<file path="config.mk">
export PLATFORM = sky130hd
export DESIGN_NAME = polynomial_bisection_root_flat
export DESIGN_NICKNAME = d
export VERILOG_FILES = /design/src/hdl/pbr_pkg.sv /design/src/hdl/pbr_in_if.sv /design/src/hdl/pbr_out_if.sv /design/src/hdl/pbr_datapath.sv /design/src/hdl/pbr_controller.sv /design/src/hdl/polynomial_bisection_root.sv /design/src/flat_wrapper.sv
export SDC_FILE = /design/constraint.sdc
export NUM_CORES = 2
export LEC_CHECK = 0
export BUFFER_PORTS_ARGS = -buffer_cell sky130_fd_sc_hd__buf_2
export CAP_MARGIN = 25
export CORE_MARGIN = 1.5
export CORE_UTILIZATION = 60
export CTS_BUF_LIST = sky130_fd_sc_hd__clkbuf_16
export CTS_CLUSTER_DIAMETER = 50
export DETAILED_ROUTE_END_ITERATION = 12
export GPL_ROUTABILITY_DRIVEN = 0
export PLACE_DENSITY = 0.8
export SLEW_MARGIN = 20
export SYNTH_ARGS = -nofsm -noshare
export SYNTH_HDL_FRONTEND = slang
export SYNTH_SLANG_ARGS = --single-unit
</file>
<file path="constraint.sdc">
create_clock -name i_clk -period 8.77 [get_ports i_clk]
set_clock_uncertainty 0.15 [all_clocks]
set_input_delay 0.877 -clock i_clk [delete_from_list [all_inputs] [get_ports i_clk]]
set_output_delay 0.877 -clock i_clk [all_outputs]
set_load 0.01 [all_outputs]
</file>
<file path="src/hdl/pbr_pkg.sv">
// Shared constants, codes and controller/datapath command types for the bisection root finder.
package pbr_pkg;

    localparam int FRAC_BITS    = 27;
    localparam int MAX_HALVINGS = 32;
    localparam int DATA_W       = 32;
    localparam int TOL_W        = 31;
    localparam int STEP_W       = 6;
    localparam int HORNER_LAST  = 5;
    localparam int K_W          = 3;

    localparam logic signed [DATA_W-1:0] ONE_FX = DATA_W'(1) << FRAC_BITS;

    localparam logic [1:0] SEL_LOWER = 2'd0;
    localparam logic [1:0] SEL_UPPER = 2'd1;
    localparam logic [1:0] SEL_MID   = 2'd2;

    typedef struct packed {
        logic       load;
        logic       eval_init;
        logic [1:0] eval_sel;
        logic       mul;
        logic       acc_upd;
        logic       acc_last;
        logic       save_sl;
        logic       save_sr;
        logic       mark_none;
        logic       set_mid;
        logic       step_inc;
        logic       update_ends;
        logic       set_prev;
        logic       capture;
    } t_dp_cmd;

    typedef struct packed {
        logic no_change;
        logic acc_zero;
        logic prev_match;
        logic more_halvings;
    } t_dp_sts;

endpackage

</file>
<file path="src/hdl/pbr_in_if.sv">
// Input channel: interval ends and tolerance with valid/ready handshake.
interface pbr_in_if;
    logic                               valid;
    logic                               ready;
    logic signed [pbr_pkg::DATA_W-1:0]  left_bound;
    logic signed [pbr_pkg::DATA_W-1:0]  right_bound;
    logic        [pbr_pkg::TOL_W-1:0]   tolerance;

    modport source (output valid, output left_bound, output right_bound, output tolerance,
                    input ready);
    modport sink   (input valid, input left_bound, input right_bound, input tolerance,
                    output ready);
endinterface

</file>
<file path="src/hdl/pbr_out_if.sv">
// Output channel: root estimate and status with valid/ready handshake.
interface pbr_out_if;
    logic                               valid;
    logic                               ready;
    logic signed [pbr_pkg::DATA_W-1:0]  root;
    logic                               status;

    modport source (output valid, output root, output status, input ready);
    modport sink   (input valid, input root, input status, output ready);
endinterface

</file>
<file path="src/hdl/pbr_datapath.sv">
// Datapath: interval registers, shared Horner multiplier, midpoint and width logic, result register.
module pbr_datapath (
    input  logic                               i_clk,
    input  logic                               i_rst_n,
    input  pbr_pkg::t_dp_cmd                   i_cmd,
    output pbr_pkg::t_dp_sts                   o_sts,
    input  logic signed [pbr_pkg::DATA_W-1:0]  i_left_bound,
    input  logic signed [pbr_pkg::DATA_W-1:0]  i_right_bound,
    input  logic        [pbr_pkg::TOL_W-1:0]   i_tolerance,
    output logic signed [pbr_pkg::DATA_W-1:0]  o_root,
    output logic                               o_status
);
    import pbr_pkg::*;

    logic signed [DATA_W-1:0]   r_lower, r_upper, r_mid, r_prev, r_x, r_acc, r_root;
    logic        [TOL_W-1:0]    r_tol;
    logic signed [2*DATA_W-1:0] r_prod;
    logic        [STEP_W-1:0]   r_step;
    logic                       r_have_prev, r_none, r_status;
    logic                       r_sl_zero, r_sl_neg, r_sr_neg;

    logic signed [2*DATA_W-1:0] w_prod, w_shift, w_sum, w_one_ext;
    logic signed [DATA_W-1:0]   w_sat, w_sel;
    logic signed [DATA_W:0]     w_end_sum, w_diff, w_abs;
    logic signed [DATA_W-1:0]   w_mid;
    logic        [DATA_W-1:0]   w_hw;
    logic                       w_acc_zero;

    assign w_prod    = r_acc * r_x;
    assign w_shift   = r_prod >>> FRAC_BITS;
    assign w_one_ext = (2*DATA_W)'(ONE_FX);
    assign w_sum     = i_cmd.acc_last ? (w_shift - w_one_ext) : (w_shift + w_one_ext);

    always_comb begin
        if (w_sum > $signed(64'h0000_0000_7FFF_FFFF)) begin
            w_sat = $signed(32'h7FFF_FFFF);
        end else if (w_sum < $signed(64'hFFFF_FFFF_8000_0000)) begin
            w_sat = $signed(32'h8000_0000);
        end else begin
            w_sat = w_sum[DATA_W-1:0];
        end
    end

    always_comb begin
        case (i_cmd.eval_sel)
            SEL_LOWER: w_sel = r_lower;
            SEL_UPPER: w_sel = r_upper;
            SEL_MID:   w_sel = r_mid;
            default:   w_sel = r_mid;
        endcase
    end

    assign w_end_sum = {r_lower[DATA_W-1], r_lower} + {r_upper[DATA_W-1], r_upper};
    assign w_mid     = w_end_sum[DATA_W:1];
    assign w_diff    = {r_upper[DATA_W-1], r_upper} - {r_lower[DATA_W-1], r_lower};
    assign w_abs     = w_diff[DATA_W] ? -w_diff : w_diff;
    assign w_hw      = w_abs[DATA_W:1];
    assign w_acc_zero = (r_acc == '0);

    assign o_sts.no_change     = r_sl_zero || w_acc_zero || (r_sl_neg == r_acc[DATA_W-1]);
    assign o_sts.acc_zero      = w_acc_zero;
    assign o_sts.prev_match    = r_have_prev && (r_prev == r_mid);
    assign o_sts.more_halvings = (r_step < STEP_W'(MAX_HALVINGS)) && (w_hw > {1'b0, r_tol});

    always_ff @(posedge i_clk) begin
        if (!i_rst_n) begin
            r_step      <= '0;
            r_have_prev <= 1'b0;
            r_none      <= 1'b0;
        end else begin
            if (i_cmd.load) begin
                r_step      <= '0;
                r_have_prev <= 1'b0;
                r_none      <= 1'b0;
            end
            if (i_cmd.step_inc) r_step <= r_step + 1'b1;
            if (i_cmd.set_prev) r_have_prev <= 1'b1;
            if (i_cmd.mark_none) r_none <= 1'b1;
        end
    end

    always_ff @(posedge i_clk) begin
        if (i_cmd.load) begin
            r_lower <= i_left_bound;
            r_upper <= i_right_bound;
            r_tol   <= i_tolerance;
        end
        if (i_cmd.eval_init) begin
            r_acc <= ONE_FX;
            r_x   <= w_sel;
        end
        if (i_cmd.mul) r_prod <= w_prod;
        if (i_cmd.acc_upd) r_acc <= w_sat;
        if (i_cmd.save_sl) begin
            r_sl_zero <= w_acc_zero;
            r_sl_neg  <= r_acc[DATA_W-1];
        end
        if (i_cmd.save_sr) r_sr_neg <= r_acc[DATA_W-1];
        if (i_cmd.set_mid) r_mid <= w_mid;
        if (i_cmd.update_ends) begin
            if (r_acc[DATA_W-1] == r_sr_neg) begin
                r_upper <= r_mid;
            end else begin
                r_lower <= r_mid;
            end
        end
        if (i_cmd.set_prev) r_prev <= r_mid;
        if (i_cmd.capture) begin
            r_root   <= r_none ? '0 : r_mid;
            r_status <= r_none;
        end
    end

    assign o_root   = r_root;
    assign o_status = r_status;

endmodule

</file>
<file path="src/hdl/pbr_controller.sv">
// Controller: sequences end-point checks, Horner steps and halvings; owns the handshakes.
module pbr_controller (
    input  logic             i_clk,
    input  logic             i_rst_n,
    input  logic             i_in_valid,
    output logic             o_in_ready,
    output logic             o_out_valid,
    input  logic             i_out_ready,
    output pbr_pkg::t_dp_cmd o_cmd,
    input  pbr_pkg::t_dp_sts i_sts
);
    import pbr_pkg::*;

    localparam logic [2:0] S_IDLE = 3'd0;
    localparam logic [2:0] S_INIT = 3'd1;
    localparam logic [2:0] S_MUL  = 3'd2;
    localparam logic [2:0] S_ACC  = 3'd3;
    localparam logic [2:0] S_EVAL = 3'd4;
    localparam logic [2:0] S_TEST = 3'd5;
    localparam logic [2:0] S_OUT  = 3'd6;

    logic [2:0]     r_state, n_state;
    logic [1:0]     r_phase, n_phase;
    logic [K_W-1:0] r_k, n_k;
    logic           r_out_valid, n_out_valid;
    logic           w_in_fire, w_out_free;

    assign o_in_ready = (r_state == S_IDLE);
    assign w_in_fire  = i_in_valid && o_in_ready;
    assign w_out_free = !r_out_valid || i_out_ready;

    always_comb begin
        n_state     = r_state;
        n_phase     = r_phase;
        n_k         = r_k;
        n_out_valid = (r_out_valid && i_out_ready) ? 1'b0 : r_out_valid;
        o_cmd          = '0;
        o_cmd.eval_sel = r_phase;
        case (r_state)
            S_IDLE: begin
                if (w_in_fire) begin
                    o_cmd.load = 1'b1;
                    n_phase    = SEL_LOWER;
                    n_state    = S_INIT;
                end
            end
            S_INIT: begin
                o_cmd.eval_init = 1'b1;
                n_k             = '0;
                n_state         = S_MUL;
            end
            S_MUL: begin
                o_cmd.mul = 1'b1;
                n_state   = S_ACC;
            end
            S_ACC: begin
                o_cmd.acc_upd  = 1'b1;
                o_cmd.acc_last = (r_k == K_W'(HORNER_LAST));
                if (r_k == K_W'(HORNER_LAST)) begin
                    n_state = S_EVAL;
                end else begin
                    n_k     = r_k + 1'b1;
                    n_state = S_MUL;
                end
            end
            S_EVAL: begin
                case (r_phase)
                    SEL_LOWER: begin
                        o_cmd.save_sl = 1'b1;
                        n_phase       = SEL_UPPER;
                        n_state       = S_INIT;
                    end
                    SEL_UPPER: begin
                        if (i_sts.no_change) begin
                            o_cmd.mark_none = 1'b1;
                            n_state         = S_OUT;
                        end else begin
                            o_cmd.save_sr = 1'b1;
                            o_cmd.set_mid = 1'b1;
                            n_state       = S_TEST;
                        end
                    end
                    default: begin
                        if (i_sts.acc_zero) begin
                            n_state = S_OUT;
                        end else begin
                            o_cmd.update_ends = 1'b1;
                            if (i_sts.prev_match) begin
                                n_state = S_OUT;
                            end else begin
                                o_cmd.set_prev = 1'b1;
                                n_state        = S_TEST;
                            end
                        end
                    end
                endcase
            end
            S_TEST: begin
                if (i_sts.more_halvings) begin
                    o_cmd.set_mid  = 1'b1;
                    o_cmd.step_inc = 1'b1;
                    n_phase        = SEL_MID;
                    n_state        = S_INIT;
                end else begin
                    n_state = S_OUT;
                end
            end
            S_OUT: begin
                if (w_out_free) begin
                    o_cmd.capture = 1'b1;
                    n_out_valid   = 1'b1;
                    n_state       = S_IDLE;
                end
            end
            default: n_state = S_IDLE;
        endcase
    end

    always_ff @(posedge i_clk) begin
        if (!i_rst_n) begin
            r_state     <= S_IDLE;
            r_phase     <= SEL_LOWER;
            r_k         <= '0;
            r_out_valid <= 1'b0;
        end else begin
            r_state     <= n_state;
            r_phase     <= n_phase;
            r_k         <= n_k;
            r_out_valid <= n_out_valid;
        end
    end

    assign o_out_valid = r_out_valid;

    a_accept_starts: assert property (@(posedge i_clk) disable iff (!i_rst_n)
        w_in_fire |=> (r_state == S_INIT) && (r_phase == SEL_LOWER))
        else $error("accepted item did not start the lower end evaluation");

    a_k_range: assert property (@(posedge i_clk) disable iff (!i_rst_n)
        (r_state == S_ACC) |-> (r_k <= K_W'(HORNER_LAST)))
        else $error("Horner step count out of range");

    a_horner_done: assert property (@(posedge i_clk) disable iff (!i_rst_n)
        (r_state == S_ACC) && (r_k == K_W'(HORNER_LAST)) |=> (r_state == S_EVAL))
        else $error("last Horner step did not end the evaluation");

    a_capture_valid: assert property (@(posedge i_clk) disable iff (!i_rst_n)
        o_cmd.capture |=> r_out_valid && (r_state == S_IDLE))
        else $error("captured result not presented");

    a_no_overwrite: assert property (@(posedge i_clk) disable iff (!i_rst_n)
        o_cmd.capture |-> w_out_free)
        else $error("result register overwritten while still pending");

endmodule

</file>
<file path="src/hdl/polynomial_bisection_root.sv">
// Top level of the bisection root finder for x^6+x^5+x^4+x^3+x^2+x-1.
// One item at a time: an accepted interval is checked by evaluating the polynomial at both
// ends, then halved until half its width is not above the tolerance, the midpoint hits an
// exact zero or repeats, or MAX_HALVINGS halvings are done. Each evaluation is an init step,
// six Horner steps of a multiply and an accumulate on the one shared 32x32 multiplier, and an
// evaluation step. The result is registered once the output register is free, and the next
// item can be accepted as soon as the previous result is in the output register, even if it
// has not yet been taken.
module polynomial_bisection_root (
    input  logic      i_clk,
    input  logic      i_rst_n,
    pbr_in_if.sink    i_in,
    pbr_out_if.source o_out
);
    import pbr_pkg::*;

    t_dp_cmd w_cmd;
    t_dp_sts w_sts;

    pbr_controller u_ctrl (
        .i_clk       (i_clk),
        .i_rst_n     (i_rst_n),
        .i_in_valid  (i_in.valid),
        .o_in_ready  (i_in.ready),
        .o_out_valid (o_out.valid),
        .i_out_ready (o_out.ready),
        .o_cmd       (w_cmd),
        .i_sts       (w_sts)
    );

    pbr_datapath u_dp (
        .i_clk         (i_clk),
        .i_rst_n       (i_rst_n),
        .i_cmd         (w_cmd),
        .o_sts         (w_sts),
        .i_left_bound  (i_in.left_bound),
        .i_right_bound (i_in.right_bound),
        .i_tolerance   (i_in.tolerance),
        .o_root        (o_out.root),
        .o_status      (o_out.status)
    );

endmodule
</file>
<file path="src/flat_wrapper.sv">
// flat-port wrapper written by rule: the top's interface ports become plain ports
module polynomial_bisection_root_flat import pbr_pkg::*;
  (i_clk, i_rst_n, i_in_valid, i_in_left_bound, i_in_right_bound, i_in_tolerance, i_in_ready, o_out_valid, o_out_root, o_out_status, o_out_ready);
  pbr_in_if i_in_i ();
  pbr_out_if o_out_i ();
  input  logic i_clk;
  input  logic i_rst_n;
  input wire logic [$bits(i_in_i.valid)-1:0] i_in_valid;
  input wire logic [$bits(i_in_i.left_bound)-1:0] i_in_left_bound;
  input wire logic [$bits(i_in_i.right_bound)-1:0] i_in_right_bound;
  input wire logic [$bits(i_in_i.tolerance)-1:0] i_in_tolerance;
  output wire logic [$bits(i_in_i.ready)-1:0] i_in_ready;
  output wire logic [$bits(o_out_i.valid)-1:0] o_out_valid;
  output wire logic [$bits(o_out_i.root)-1:0] o_out_root;
  output wire logic [$bits(o_out_i.status)-1:0] o_out_status;
  input wire logic [$bits(o_out_i.ready)-1:0] o_out_ready;
  assign i_in_i.valid = i_in_valid;
  assign i_in_i.left_bound = i_in_left_bound;
  assign i_in_i.right_bound = i_in_right_bound;
  assign i_in_i.tolerance = i_in_tolerance;
  assign i_in_ready = i_in_i.ready;
  assign o_out_valid = o_out_i.valid;
  assign o_out_root = o_out_i.root;
  assign o_out_status = o_out_i.status;
  assign o_out_i.ready = o_out_ready;
  polynomial_bisection_root u_core (.i_clk(i_clk), .i_rst_n(i_rst_n), .i_in(i_in_i), .o_out(o_out_i));
endmodule
</file>
==> impl_metrics.json <==
{
  "status": "complete, no violations",
  "synth.net_count": 6992,
  "max_clock_freq_mhz": 114.6,
  "grt_pass1_wl_mm": 232.0,
  "post-route-period-util": 0.9952,
  "io_pins": 134,
  "clk_pin_slew_ns": 0.06,
  "dr.pass1.iters": 6,
  "synth_edf_count": 232,
  "hpwlAfterDp_mm": 117.7,
  "coreArea_um2": 86890,
  "clock_sinks": 313,
  "synth_common_cells": "1,086 x inv_1, 1,084 x fa_1, 711 x nand2_1, 520 x and2_1, 288 x ha_1",
  "slew_headroom": 0.3277,
  "io_buffers": 133,
  "drtAntennaViolNets": 0,
  "synth_top_cell_area_share": 0.4113,
  "synth.distinct_cells": 85,
  "final_nets": 7090,
  "cts_buffers": 51,
  "crit_type": "flip-flop to flip-flop",
  "synth_seq_cells": 313,
  "cts_hold_buffers": 0,
  "start_util": 0.6073,
  "synthArstFlopShare": 0,
  "cp.required_ns": 8.99,
  "regArea_um2": 8591,
  "via_per_inst": 5.787,
  "dieArea_um2": 89730,
  "hold-worst-slack_ns": 0.2238,
  "yosys_warnings": 0,
  "cts_htree_levels": 2,
  "grt_antenna_before_repair": 4,
  "initialDrtViolationCount": 3882,
  "yosysTopAreaCell": "fa_1",
  "grt_max_degree": 73,
  "rows": 108,
  "synth_ff_type": "edfxtp_1",
  "cts_root_buffer": "clkbuf_16",
  "fp.dieH_um": 299.5,
  "clock_path_buffers": 3,
  "synthCells": 5521,
  "worst_slew_pin_slew_ns": 1.008,
  "wire_per_inst_um": 21.43,
  "multi_input_area_um2": 39110,
  "finalMaxSlewViolations": 0,
  "die_w_um": 299.5,
  "setup.worst_path.start_class": "flip-flop",
  "ys_seq_area_frac": 0.1628,
  "grt-ovfl-total": 0,
  "setup_viol": 0,
  "hold_viol": 0,
  "synth_area_um2": 52760,
  "totalWireLength_mm": 146.1,
  "vias": 39460,
  "hold_path_class": "input pin to flip-flop",
  "synth_most_common_cell": "inv_1",
  "fin_crit_ns": 8.728,
  "synth_area_leaders": "fa_1 41%, edfxtp_1 13%, inv_1 7.7%",
  "cap_violations": 0,
  "grt_pass1_vias": 42330,
  "syn_to_final_growth_pct": 8.492,
  "arrival_ns": 8.95,
  "track_usage": 0.3370,
  "fillers": 6492,
  "clk-insertion-delay-late_ns": 0.68,
  "worstPathMaxFanout": 7,
  "drive_above_1_share": 0.08195,
  "avgSynthCellArea_um2": 9.557,
  "critPathCaptureType": "flip-flop",
  "cts_tree": "yes",
  "post-route-drc-count": 0
}
-- cell type report --
cell class,instances,area share
antenna,2,0.00008743
clock inverter,45,0.007060
tap,1155,0.02525
sequential,313,0.1501
clock buffer,51,0.02229
inverter,1087,0.07130
multi-input combinational,3842,0.6833
timing repair buffer,324,0.04065
-- cell usage in the layout, fill, tap and decap left out, types with 10 or more instances in the layout --
cell type	count
a21o_1	50
a21oi_1	151
a31oi_1	72
and2_1	520
buf_12	16
buf_2	134
buf_4	168
clkbuf_16	51
dfxtp_1	79
edfxtp_1	232
fa_1	1080
ha_1	288
inv_1	1092
mux2i_1	37
nand2_1	709
nand2b_1	29
nand3_1	39
nand4_1	25
nor2_1	240
nor2b_1	47
nor3_1	39
nor4_1	16
o211ai_1	10
o21a_1	14
o21ai_0	99
o21bai_1	23
o31ai_1	16
or3_1	11
xnor2_1	143
xor2_1	39
-- final timing paths --
check / from / to / slack (ns) / cells after the start
worst max-delay path: u_core.u_dp.r_acc[16] / u_core.u_dp.r_prod[62] / 0.04 / 24
worst min-delay path: i_in_tolerance[10] / u_core.u_dp.r_tol[10] / 0.22 / 1
worst max register to register: u_core.u_dp.r_acc[16] / u_core.u_dp.r_prod[62] / 0.04 / 24
worst min register to register: u_core.u_dp.r_step[3] / u_core.u_dp.r_step[3] / 0.36 / 1
-- critical path, stage by stage, from the launching register on --
cell and delay (ns):
edfxtp_1 0.51, buf_4 0.23, and2_1 0.19, fa_1 0.48
fa_1 0.47, fa_1 0.57, inv_1 0.08, fa_2 0.62
inv_1 0.08, fa_1 0.51, fa_2 0.60, fa_1 0.43
fa_1 0.38, ha_1 0.36, a211o_1 0.30, a31oi_2 0.21
o31ai_1 0.14, a211o_1 0.39, and3_2 0.29, a31o_2 0.32
a211o_1 0.32, a41o_1 0.23, a211o_1 0.35, a21oi_2 0.17
xnor2_1 0.09
-- sequential cells by signal, summed over array words and instances, names as in the netlist, 6 cells and up --
name                 cells
u_core.u_dp.o_root      32
u_core.u_dp.r_acc       32
u_core.u_dp.r_lower     32
u_core.u_dp.r_mid       32
u_core.u_dp.r_prev      32
u_core.u_dp.r_prod      37
u_core.u_dp.r_step       6
u_core.u_dp.r_tol       31
u_core.u_dp.r_upper     32
u_core.u_dp.r_x         32
-- stage by stage --
stage | instance area [um2] | util | setup TNS (ns) | setup WS (ns) | cells
2_1_floorplan | 52760 | - | 0 | 0.3283 | 5521
3_3_place_gp | 55220 | 0.6355 | 0 | 0.1970 | 6695
3_5_place_dp | 55220 | 0.6355 | 0 | 0.07344 | 6695
4_1_cts | 56910 | 0.6549 | 0 | 0.03714 | 6791
5_1_grt | 57240 | 0.6588 | -0.09850 | -0.07988 | 6818
6_report | 57240 | 0.6588 | 0 | 0.04178 | 6819
-- routing by layer --
metal  track usage  vias to the layer above  share of wire
met2        0.5337                     2238           0.46
li1              -                    17040              -
met3       0.09205                      508           0.12
met1        0.4292                    19680           0.37
met4        0.1674                        2          0.058
met5             0                        -       0.000082
-- timing repair --
item,CTS,global route
setup buffers,0,24
resized for setup,1,17
setup endpoints to repair,1,12
pin swaps,0,1
-- cell families (layout without fill, tap and decap cells) --
| group | count (synthesis) | after routing | synth area share |
|---|---|---|---|
| mux | 38 | 38 | 0.007233 |
| fa+ha+maj | 1372 | 1372 | 0.4796 |
| buf+inv | 1366 | 1507 | 0.09753 |
| flops | 313 | 313 | 0.1628 |
| simple gates | 1718 | 1718 | 0.1580 |
| other cells | 0 | 2 | 0 |
| xor+xnor | 182 | 182 | 0.03021 |
| compound gates | 532 | 532 | 0.06471 |
Power is not shown: default switching activity piles up to over one toggle a cycle in this logic, so the estimate is an artifact.
